### config.mk
export PLATFORM = sky130hd
export DESIGN_NAME = bitset_with_find_next
export DESIGN_NICKNAME = d
export VERILOG_FILES = /design/src/design/bsfn_pkg.sv /design/src/design/bsfn_dpath.sv /design/src/design/bsfn_ctrl.sv /design/src/design/bitset_with_find_next.sv
export SDC_FILE = /design/constraint.sdc
export NUM_CORES = 2
export LEC_CHECK = 0
export BUFFER_PORTS_ARGS = -buffer_cell sky130_fd_sc_hd__buf_2
export CORE_MARGIN = 10
export CORE_UTILIZATION = 30
export DETAILED_ROUTE_END_ITERATION = 10
export PLACE_DENSITY = 0.44
export SYNTH_ARGS = -nofsm -noshare
export SYNTH_HDL_FRONTEND = slang
export SYNTH_SLANG_ARGS = --single-unit
### constraint.sdc
create_clock -name clk -period 14.9 [get_ports clk]
set_input_delay 2.235 -clock clk [delete_from_list [all_inputs] [get_ports clk]]
set_output_delay 2.235 -clock clk [all_outputs]
set_load 0.01 [all_outputs]
### src/design/bsfn_pkg.sv
// Shared types and constants for the bit-vector set with find-next.
// No dependencies; imported by every module of the block.
`default_nettype none

package bsfn_pkg;

  localparam int MODE_W    = 3;
  localparam int ELEM_W    = 10;
  localparam int WIDX_W    = 5;
  localparam int DATA_W    = 32;
  localparam int S_TDATA_W = 48;
  localparam int M_TDATA_W = 16;
  localparam int M_TUSER_W = 2;
  localparam int BASE_W    = 12;
  localparam int WNUM_W    = 8;
  localparam int DIV_SH    = 18;
  localparam int PROD_W    = ELEM_W + 1 + 16;

  localparam logic [ELEM_W-1:0] LARGEST_RESET = '1;

  localparam logic [MODE_W-1:0] MODE_TEST  = 3'd0;
  localparam logic [MODE_W-1:0] MODE_SET   = 3'd1;
  localparam logic [MODE_W-1:0] MODE_CLEAR = 3'd2;
  localparam logic [MODE_W-1:0] MODE_FIRST = 3'd3;
  localparam logic [MODE_W-1:0] MODE_NEXT  = 3'd4;
  localparam logic [MODE_W-1:0] MODE_OR    = 3'd5;
  localparam logic [MODE_W-1:0] MODE_AND   = 3'd6;

  typedef enum logic [3:0] {
    ST_CLEAR,
    ST_IDLE,
    ST_CHECK,
    ST_DIV,
    ST_BASE,
    ST_READ,
    ST_EVAL,
    ST_RESULT
  } state_t;

  typedef enum logic [1:0] {
    KIND_ELEM,
    KIND_SCAN,
    KIND_WORD,
    KIND_NOP
  } kind_t;

  typedef struct packed {
    logic clr_wr;
    logic load_item;
    logic res_init;
    logic load_word;
    logic div_q;
    logic div_base;
    logic rd;
    logic eval;
    logic adv;
    logic out_load;
  } cmd_t;

  typedef struct packed {
    kind_t kind;
    logic  bad;
    logic  hit;
    logic  last_word;
    logic  clr_last;
  } sts_t;

endpackage

`default_nettype wire

### src/design/bsfn_dpath.sv
// Datapath: member word memory, cursor, limit register, word/bit split,
// masking, priority encoder and result registers. Uses bsfn_pkg.
`default_nettype none

module bsfn_dpath import bsfn_pkg::*; #(
  parameter int SET_SIZE  = 1024,
  parameter int WORD_BITS = 32
) (
  input  logic              clk,
  input  logic              rst,
  input  cmd_t              cmd,
  output sts_t              sts,
  input  logic [MODE_W-1:0] in_mode,
  input  logic [ELEM_W-1:0] in_element,
  input  logic [WIDX_W-1:0] in_word_index,
  input  logic [DATA_W-1:0] in_word_data,
  input  logic              cfg_valid,
  input  logic [ELEM_W-1:0] cfg_data,
  output logic              out_found,
  output logic [ELEM_W-1:0] out_found_element,
  output logic              out_range_error
);

  localparam int NWORDS  = (SET_SIZE + WORD_BITS - 1) / WORD_BITS;
  localparam int AW      = (NWORDS > 1) ? $clog2(NWORDS) : 1;
  localparam int BIT_W   = $clog2(WORD_BITS);
  localparam int DIV_M   = ((1 << DIV_SH) + WORD_BITS - 1) / WORD_BITS;
  localparam int LIM_CAP = (SET_SIZE - 1 < (1 << ELEM_W) - 1) ? SET_SIZE - 1
                                                               : (1 << ELEM_W) - 1;

  logic [WORD_BITS-1:0] mem [NWORDS];

  logic [ELEM_W-1:0]    largest;
  logic [ELEM_W-1:0]    cursor;
  logic [MODE_W-1:0]    mode_r;
  logic [ELEM_W-1:0]    elem_r;
  logic [WIDX_W-1:0]    widx_r;
  logic [WORD_BITS-1:0] data_r;
  logic [WNUM_W-1:0]    wnum;
  logic [BASE_W-1:0]    base;
  logic [BIT_W-1:0]     bitpos;
  logic [WORD_BITS-1:0] rdata;
  logic [AW-1:0]        clr_addr;
  logic                 res_found;
  logic [ELEM_W-1:0]    res_fel;
  logic                 res_err;

  logic [ELEM_W-1:0]    lim;
  kind_t                kind;
  logic [ELEM_W:0]      start;
  logic [ELEM_W:0]      x;
  logic [BASE_W-1:0]    wbase;
  logic                 bad;
  logic [PROD_W-1:0]    prod;
  logic [BASE_W-1:0]    qmul;
  logic [BASE_W-1:0]    xdiff;
  logic [BASE_W-1:0]    top;
  logic [WORD_BITS-1:0] vmask;
  logic [WORD_BITS-1:0] lowmask;
  logic [WORD_BITS-1:0] cand;
  logic [WORD_BITS-1:0] onehot;
  logic [WORD_BITS-1:0] wdata;
  logic [BIT_W-1:0]     pos;
  logic                 hit;
  logic [ELEM_W-1:0]    hit_elem;
  logic                 wr_mode;
  logic                 wr_en;
  logic [AW-1:0]        waddr;
  logic [AW-1:0]        raddr;

  assign lim = (largest > ELEM_W'(LIM_CAP)) ? ELEM_W'(LIM_CAP) : largest;

  always_comb begin
    unique case (mode_r) inside
      MODE_TEST, MODE_SET, MODE_CLEAR: kind = KIND_ELEM;
      MODE_FIRST, MODE_NEXT:           kind = KIND_SCAN;
      MODE_OR, MODE_AND:               kind = KIND_WORD;
      default:                         kind = KIND_NOP;
    endcase
  end

  assign start = (mode_r == MODE_FIRST) ? '0 : {1'b0, cursor} + (ELEM_W + 1)'(1);
  assign x     = (kind == KIND_SCAN) ? start : {1'b0, elem_r};
  assign wbase = BASE_W'(widx_r) * BASE_W'(WORD_BITS);

  always_comb begin
    case (kind)
      KIND_ELEM: bad = elem_r > lim;
      KIND_SCAN: bad = start > {1'b0, lim};
      KIND_WORD: bad = (32'(widx_r) >= NWORDS) || (wbase > BASE_W'(lim));
      default:   bad = 1'b0;
    endcase
  end

  // split x into word number and bit position by reciprocal multiply
  assign prod  = PROD_W'(x) * PROD_W'(DIV_M);
  assign qmul  = BASE_W'(wnum) * BASE_W'(WORD_BITS);
  assign xdiff = BASE_W'(x) - qmul;

  assign top     = BASE_W'(lim) - base;
  assign vmask   = (top >= BASE_W'(WORD_BITS - 1)) ? '1
                 : ({WORD_BITS{1'b1}} >> (BIT_W'(WORD_BITS - 1) - top[BIT_W-1:0]));
  assign lowmask = {WORD_BITS{1'b1}} << bitpos;
  assign cand    = rdata & vmask & lowmask;
  assign onehot  = WORD_BITS'(1) << bitpos;
  assign hit     = |cand;

  always_comb begin
    pos = '0;
    for (int i = WORD_BITS - 1; i >= 0; i--) begin
      if (cand[i]) begin
        pos = BIT_W'(i);
      end
    end
  end

  assign hit_elem = ELEM_W'(base + BASE_W'(pos));

  always_comb begin
    wr_mode = 1'b1;
    case (mode_r)
      MODE_SET:   wdata = rdata | onehot;
      MODE_CLEAR: wdata = rdata & ~onehot;
      MODE_OR:    wdata = rdata | (data_r & vmask);
      MODE_AND:   wdata = rdata & (data_r | ~vmask);
      default: begin
        wdata   = rdata;
        wr_mode = 1'b0;
      end
    endcase
  end

  assign wr_en = cmd.clr_wr | (cmd.eval & wr_mode);
  assign waddr = cmd.clr_wr ? clr_addr : AW'(wnum);
  assign raddr = cmd.adv ? AW'(wnum + WNUM_W'(1)) : AW'(wnum);

  always_ff @(posedge clk) begin
    if (wr_en) begin
      mem[waddr] <= cmd.clr_wr ? '0 : wdata;
    end
    if (cmd.rd || cmd.adv) begin
      rdata <= mem[raddr];
    end
  end

  always_ff @(posedge clk) begin
    if (rst) begin
      largest  <= LARGEST_RESET;
      cursor   <= '0;
      clr_addr <= '0;
    end else begin
      if (cfg_valid) begin
        largest <= cfg_data;
      end
      if (cmd.clr_wr) begin
        clr_addr <= clr_addr + AW'(1);
      end
      if (cmd.eval && kind == KIND_SCAN && hit) begin
        cursor <= hit_elem;
      end
    end
  end

  always_ff @(posedge clk) begin
    if (cmd.load_item) begin
      mode_r <= in_mode;
      elem_r <= in_element;
      widx_r <= in_word_index;
      data_r <= WORD_BITS'(in_word_data);
    end
    if (cmd.load_word) begin
      wnum   <= WNUM_W'(widx_r);
      base   <= wbase;
      bitpos <= '0;
    end
    if (cmd.div_q) begin
      wnum <= WNUM_W'(prod >> DIV_SH);
    end
    if (cmd.div_base) begin
      base   <= qmul;
      bitpos <= xdiff[BIT_W-1:0];
    end
    if (cmd.adv) begin
      wnum   <= wnum + WNUM_W'(1);
      base   <= base + BASE_W'(WORD_BITS);
      bitpos <= '0;
    end
    if (cmd.res_init) begin
      res_found <= 1'b0;
      res_fel   <= '0;
      res_err   <= bad && (kind == KIND_ELEM || kind == KIND_WORD);
    end
    if (cmd.eval) begin
      if (mode_r == MODE_TEST) begin
        res_found <= rdata[bitpos];
      end
      if (kind == KIND_SCAN && hit) begin
        res_found <= 1'b1;
        res_fel   <= hit_elem;
      end
    end
    if (cmd.out_load) begin
      out_found         <= res_found;
      out_found_element <= res_fel;
      out_range_error   <= res_err;
    end
  end

  assign sts.kind      = kind;
  assign sts.bad       = bad;
  assign sts.hit       = hit;
  assign sts.last_word = (base + BASE_W'(WORD_BITS)) > BASE_W'(lim);
  assign sts.clr_last  = clr_addr == AW'(NWORDS - 1);

endmodule

`default_nettype wire

### src/design/bsfn_ctrl.sv
// Controller state machine: sequences clearing, range check, word/bit split,
// memory read, evaluation or scan, and result hand-off. Uses bsfn_pkg.
`default_nettype none

module bsfn_ctrl import bsfn_pkg::*; (
  input  logic clk,
  input  logic rst,
  input  logic in_valid,
  output logic in_ready,
  output logic out_valid,
  input  logic out_ready,
  input  sts_t sts,
  output cmd_t cmd
);

  state_t state;
  state_t state_next;
  logic   scan_more;

  assign scan_more = (sts.kind == KIND_SCAN) && !sts.hit && !sts.last_word;

  always_ff @(posedge clk) begin
    if (rst) begin
      state     <= ST_CLEAR;
      out_valid <= 1'b0;
    end else begin
      state <= state_next;
      if (cmd.out_load) begin
        out_valid <= 1'b1;
      end else if (out_ready) begin
        out_valid <= 1'b0;
      end
    end
  end

  always_comb begin
    state_next = state;
    unique case (state)
      ST_CLEAR: begin
        if (sts.clr_last) state_next = ST_IDLE;
      end
      ST_IDLE: begin
        if (in_valid) state_next = ST_CHECK;
      end
      ST_CHECK: begin
        if (sts.kind == KIND_NOP || sts.bad) state_next = ST_RESULT;
        else if (sts.kind == KIND_WORD)      state_next = ST_READ;
        else                                 state_next = ST_DIV;
      end
      ST_DIV:  state_next = ST_BASE;
      ST_BASE: state_next = ST_READ;
      ST_READ: state_next = ST_EVAL;
      ST_EVAL: begin
        if (!scan_more) state_next = ST_RESULT;
      end
      ST_RESULT: begin
        if (!out_valid || out_ready) state_next = ST_IDLE;
      end
      default: state_next = ST_IDLE;
    endcase
  end

  always_comb begin
    cmd      = '0;
    in_ready = 1'b0;
    unique case (state)
      ST_CLEAR: cmd.clr_wr = 1'b1;
      ST_IDLE: begin
        in_ready      = 1'b1;
        cmd.load_item = in_valid;
      end
      ST_CHECK: begin
        cmd.res_init  = 1'b1;
        cmd.load_word = (sts.kind == KIND_WORD) && !sts.bad;
      end
      ST_DIV:  cmd.div_q    = 1'b1;
      ST_BASE: cmd.div_base = 1'b1;
      ST_READ: cmd.rd       = 1'b1;
      ST_EVAL: begin
        cmd.eval = 1'b1;
        cmd.adv  = scan_more;
      end
      ST_RESULT: cmd.out_load = !out_valid || out_ready;
      default: cmd = '0;
    endcase
  end

endmodule

`default_nettype wire

### src/design/bitset_with_find_next.sv
// Top level of the bit-vector set with find-next.
// Instantiates bsfn_ctrl and bsfn_dpath; uses bsfn_pkg.
//
// Usage:
//   s_axis carries one item: tuser = mode; tdata = element, word_index,
//   word_data. m_axis returns one result per item: tdata = found_element,
//   tuser = found, range_error. cfg_valid/cfg_data writes largest_element
//   (always ready); write it only while the block is idle.
//   One item is in work at a time. States from acceptance to m_axis_tvalid:
//     mode 7 or out-of-range item: CHECK, RESULT
//     or word / and word:          CHECK, READ, EVAL, RESULT
//     test / set / clear:          CHECK, DIV, BASE, READ, EVAL, RESULT
//     first / next:                as test, with EVAL repeated per word scanned
//   A scan examines one word per cycle. The next item is taken in IDLE, which
//   follows RESULT, where the result is registered. The scan rate is set by
//   the single memory read port and the priority encoder over one word. A
//   finished result waits in the output register while the next item is
//   worked on; if it is still not taken when that item finishes, the block
//   holds until it is.
//   Reset empties the set, zeroes the cursor and restores largest_element to
//   1023; a clearing pass over the NWORDS words (32 by default) follows,
//   during which s_axis_tready stays low.
`default_nettype none

module bitset_with_find_next import bsfn_pkg::*; #(
  parameter int SET_SIZE  = 1024,
  parameter int WORD_BITS = 32
) (
  input  logic                 clk,
  input  logic                 rst,
  input  logic                 s_axis_tvalid,
  output logic                 s_axis_tready,
  input  logic [S_TDATA_W-1:0] s_axis_tdata,   // element, word_index, word_data
  input  logic [MODE_W-1:0]    s_axis_tuser,   // mode
  output logic                 m_axis_tvalid,
  input  logic                 m_axis_tready,
  output logic [M_TDATA_W-1:0] m_axis_tdata,   // found_element
  output logic [M_TUSER_W-1:0] m_axis_tuser,   // found, range_error
  input  logic                 cfg_valid,
  output logic                 cfg_ready,
  input  logic [ELEM_W-1:0]    cfg_data
);

  cmd_t              cmd;
  sts_t              sts;
  logic              out_found;
  logic [ELEM_W-1:0] out_found_element;
  logic              out_range_error;

  assign cfg_ready = 1'b1;

  bsfn_ctrl u_ctrl (
    .clk       (clk),
    .rst       (rst),
    .in_valid  (s_axis_tvalid),
    .in_ready  (s_axis_tready),
    .out_valid (m_axis_tvalid),
    .out_ready (m_axis_tready),
    .sts       (sts),
    .cmd       (cmd)
  );

  bsfn_dpath #(
    .SET_SIZE  (SET_SIZE),
    .WORD_BITS (WORD_BITS)
  ) u_dpath (
    .clk               (clk),
    .rst               (rst),
    .cmd               (cmd),
    .sts               (sts),
    .in_mode           (s_axis_tuser),
    .in_element        (s_axis_tdata[ELEM_W-1:0]),
    .in_word_index     (s_axis_tdata[ELEM_W+WIDX_W-1:ELEM_W]),
    .in_word_data      (s_axis_tdata[ELEM_W+WIDX_W+DATA_W-1:ELEM_W+WIDX_W]),
    .cfg_valid         (cfg_valid),
    .cfg_data          (cfg_data),
    .out_found         (out_found),
    .out_found_element (out_found_element),
    .out_range_error   (out_range_error)
  );

  assign m_axis_tdata = M_TDATA_W'(out_found_element);
  assign m_axis_tuser = {out_range_error, out_found};

endmodule

`default_nettype wire

==> metrics.md <==
| Metric | Value |
|---|---|
| Status | `finished, final reports clean` |
| Slew @ Worst Pin | `approximately 1400 ps` |
| Most common cell after layout, fill and taps aside | `edfxtp_1` |
| Worst-path maximum fanout | `52` |
| Synth Register Bits | `1178` |
| # H-tree levels | `4` |
| # resized after CTS | `0` |
| Hold crit path type | `reg -> reg` |
| Final Slew Violations | `0` |
| CP startpoint kind | `flip-flop` |
| Multi-input logic area | `between 15000 and 20000 um2` |
| Share of cells above drive strength 1 | `0.127` |
| Max Clock Freq | `124 MHz` |
| Post-CTS Hold Buffers | `0` |
| IO Count | `87` |
| Core area | `176000 um2` |
| Clk pwr share | `0.462` |
| Clock Skew | `25.1 ps` |
| Antenna Nets Post-Route | `0` |
| Aggregate global-route resource usage | `0.192` |
| Row count | `154` |
| Leakage Power | `0.0206 uW` |
| RSZ-0062 raised after global routing | `no` |
| Critical path arrival | `8530 ps` |
| Worst skew pair latency | `790 ps` |
| Cell area after synthesis | `53000 um2` |
| Post-DP HPWL | `98.7 mm` |
| Slew HR | `0.0879` |
| Synth Warn # | `0` |
| Total Wirelength | `192 mm` |
| Vias | `36952` |
| Net Sw Frac | `0.211` |
| Mapped Cells | `4206` |
| WL/cell | `29.1 um` |
| Starting density of the core | `0.301` |
| Reg clk slew, reported paths | `60 ps` |
| R2R Setup Slk | `6820 ps` |
| Global-route wire length before repair | `272 mm` |
| Data required time of the worst path | `between 15000 and 20000 ps` |
| Fill cells | `roughly 17000` |
| Sequential Power Share | `0.522` |
| Port Buffer Count | `78` |
| Max Cap Violations | `0` |
| Minimum clock period | `8080 ps` |
| Die X | `440 um` |
| Final worst-path cycle share | `0.542` |
| Post-CTS Setup Bufs | `0` |
| CTS Buf Count | `136` |
| WS Path Type | `reg -> reg` |
| Fin Hold WS | `425 ps` |
| Largest net degree at the start of global routing | `174` |
| First-pass DRT Iterations | `6` |
| CTS root buf | `clkbuf_16` |
| Final hold vios | `0` |
| EDFF count, synth | `1133` |
| FF+latch area | `34900 um2` |
| Pwr/cell area | `115 nW/um2` |
| Nets@finish | `4267` |
| Psw | `1460 uW` |
| Die area | `194000 um2` |
| DR iter-0 viols | `between 3000 and 4000` |
| Main flop type after synthesis | `edfxtp_1` |
| Initial antenna violation count | `2` |
| Residual DRC count | `0` |
| TritonCTS Sinks | `1178` |
| Synth async-reset ratio | `0` |
| Grt ovf | `0` |
| Layout area overhead | `14.1%` |
| Worst vdd ir | `107 uV` |
| Final Setup Violations | `0` |
| Via/cell ratio | `roughly 5.6` |
| Die H | `440 um` |
| Synth cell types | `90` |
| Synthesized area per cell | `12.6 um2` |
| Vias in the first global route | `35600` |
| Worst setup EP type | `flip-flop` |
| Seq/Total Area, Yosys | `0.659` |
| Share of total power in combinational logic | `0.016` |
| Setup TNS | `0 ps` |
| CTS tree | `built` |
| Int Pwr | `5490 uW` |
| Commonest non-fill, non-tap cells in the layout | `1133 x edfxtp_1, 534 x nand3_1, 510 x inv_1, 484 x o221ai_1, 152 x nand2_1` |
| GPL Wtd Cong | `0.883` |
| Maximum clock path buffer count | `3` |
Yosys cell counts (25+ instances only):
master,count,area (um2)
a2111oi_2,31,465
a21oi_1,101,505
a41oi_1,99,867
buf_2,25,125
clkbuf_1,314,1180
dfxtp_1,45,901
edfxtp_1,1133,34000
ha_1,40,500
inv_1,510,1910
mux2_2,33,372
nand2_1,153,574
nand3_1,534,2670
nor2_1,155,582
nor3_1,27,135
o2111ai_1,32,280
o21a_1,33,248
o21ai_0,84,420
o221ai_1,484,4240
layer usage:
layer | GRT usage | routed length [um] | vias up
li1 | - | - | 16303
met1 | 0.262 | 84600 | 19135
met2 | 0.314 | 91200 | 1223
met3 | 0.0306 | 10900 | 291
met4 | 0.0555 | 5320 | 0
met5 | 0 | 0 | -
area by class of cell:
| class | count | share of cell area |
|---|---|---|
| antenna | 1 | 0.0000414 |
| clock buffer | 180 | 0.0617 |
| clock inverter | 60 | 0.00774 |
| inverter | 514 | 0.0319 |
| multi-input combinational | 2145 | 0.251 |
| sequential | 1178 | 0.578 |
| tap | 2340 | 0.0484 |
| timing repair buffer | 186 | 0.0217 |
registers in the layout (all words and copies together), names as in the netlist:
name,cells
u_dpath.res_err,1
u_dpath.res_fel,10
u_dpath.res_found,1
u_dpath.cursor,10
u_dpath.bitpos,5
u_ctrl.out_valid,1
u_dpath.base,7
u_dpath.largest,10
u_dpath.mem,1024
u_ctrl.state,3
u_dpath.mode_r,3
u_dpath.widx_r,5
u_dpath.wnum,7
u_dpath.rdata,32
u_dpath.out_found_element,10
u_dpath.out_found,1
u_dpath.data_r,32
u_dpath.clr_addr,5
u_dpath.elem_r,10
u_dpath.out_range_error,1
worst max-delay path: stages, from the launching register on:
cell	delay [ps]
edfxtp_1	540
inv_1	90
ha_1	360
and2_4	180
a221oi_2	380
o221ai_2	340
a221oi_1	990
o22ai_1	310
nor2_1	250
nand3_1	420
or3_1	620
nor3_2	180
buf_4	490
buf_4	840
buf_4	820
o221ai_1	220
a41oi_1	430
a2111oi_2	180
worst paths after layout:
path                    from                      end  cells after the start
max          u_dpath.base[9]        u_dpath.rdata[15]                     17
min          u_dpath.res_err  u_dpath.out_range_error                      0
max reg2reg  u_dpath.base[9]        u_dpath.rdata[15]                     17
min reg2reg  u_dpath.res_err  u_dpath.out_range_error                      0
power groups by stage:
stage | logic [uW] | registers [uW] | clock network, uW
after floorplan | 57.9 | 3690 | 0
after detailed placement | 115 | 3700 | 0
after global routing | 123 | 3630 | 3410
after global placement | 115 | 3700 | 0
after CTS | 116 | 3630 | 3280
final | 114 | 3630 | 3210
metrics by stage:
step                total power, uW  std cells  utilization  cell area, um2  setup slack [ps]
floorplan                      3750       4211            -           53000              8870
global placement               3810       6363        0.320           56300              6910
detailed placement             3810       6363        0.320           56300              6870
CTS                            7030       6603        0.344           60400              6850
global route                   7160       6603        0.344           60400              6520
finish                         6960       6604        0.344           60500              6820
cells by family (layout without fill, tap and decap cells):
family	after synthesis	count (layout)	synth area share
flops	1178	1178	0.659
fa+ha+maj	40	40	0.00945
simple gates	975	975	0.0885
compound gates	1053	1053	0.162
xor+xnor	19	19	0.00314
buf+inv	888	940	0.0646
other cells	2	8	0.000142
mux	51	51	0.0128
(Power assumes the default switching activity.)
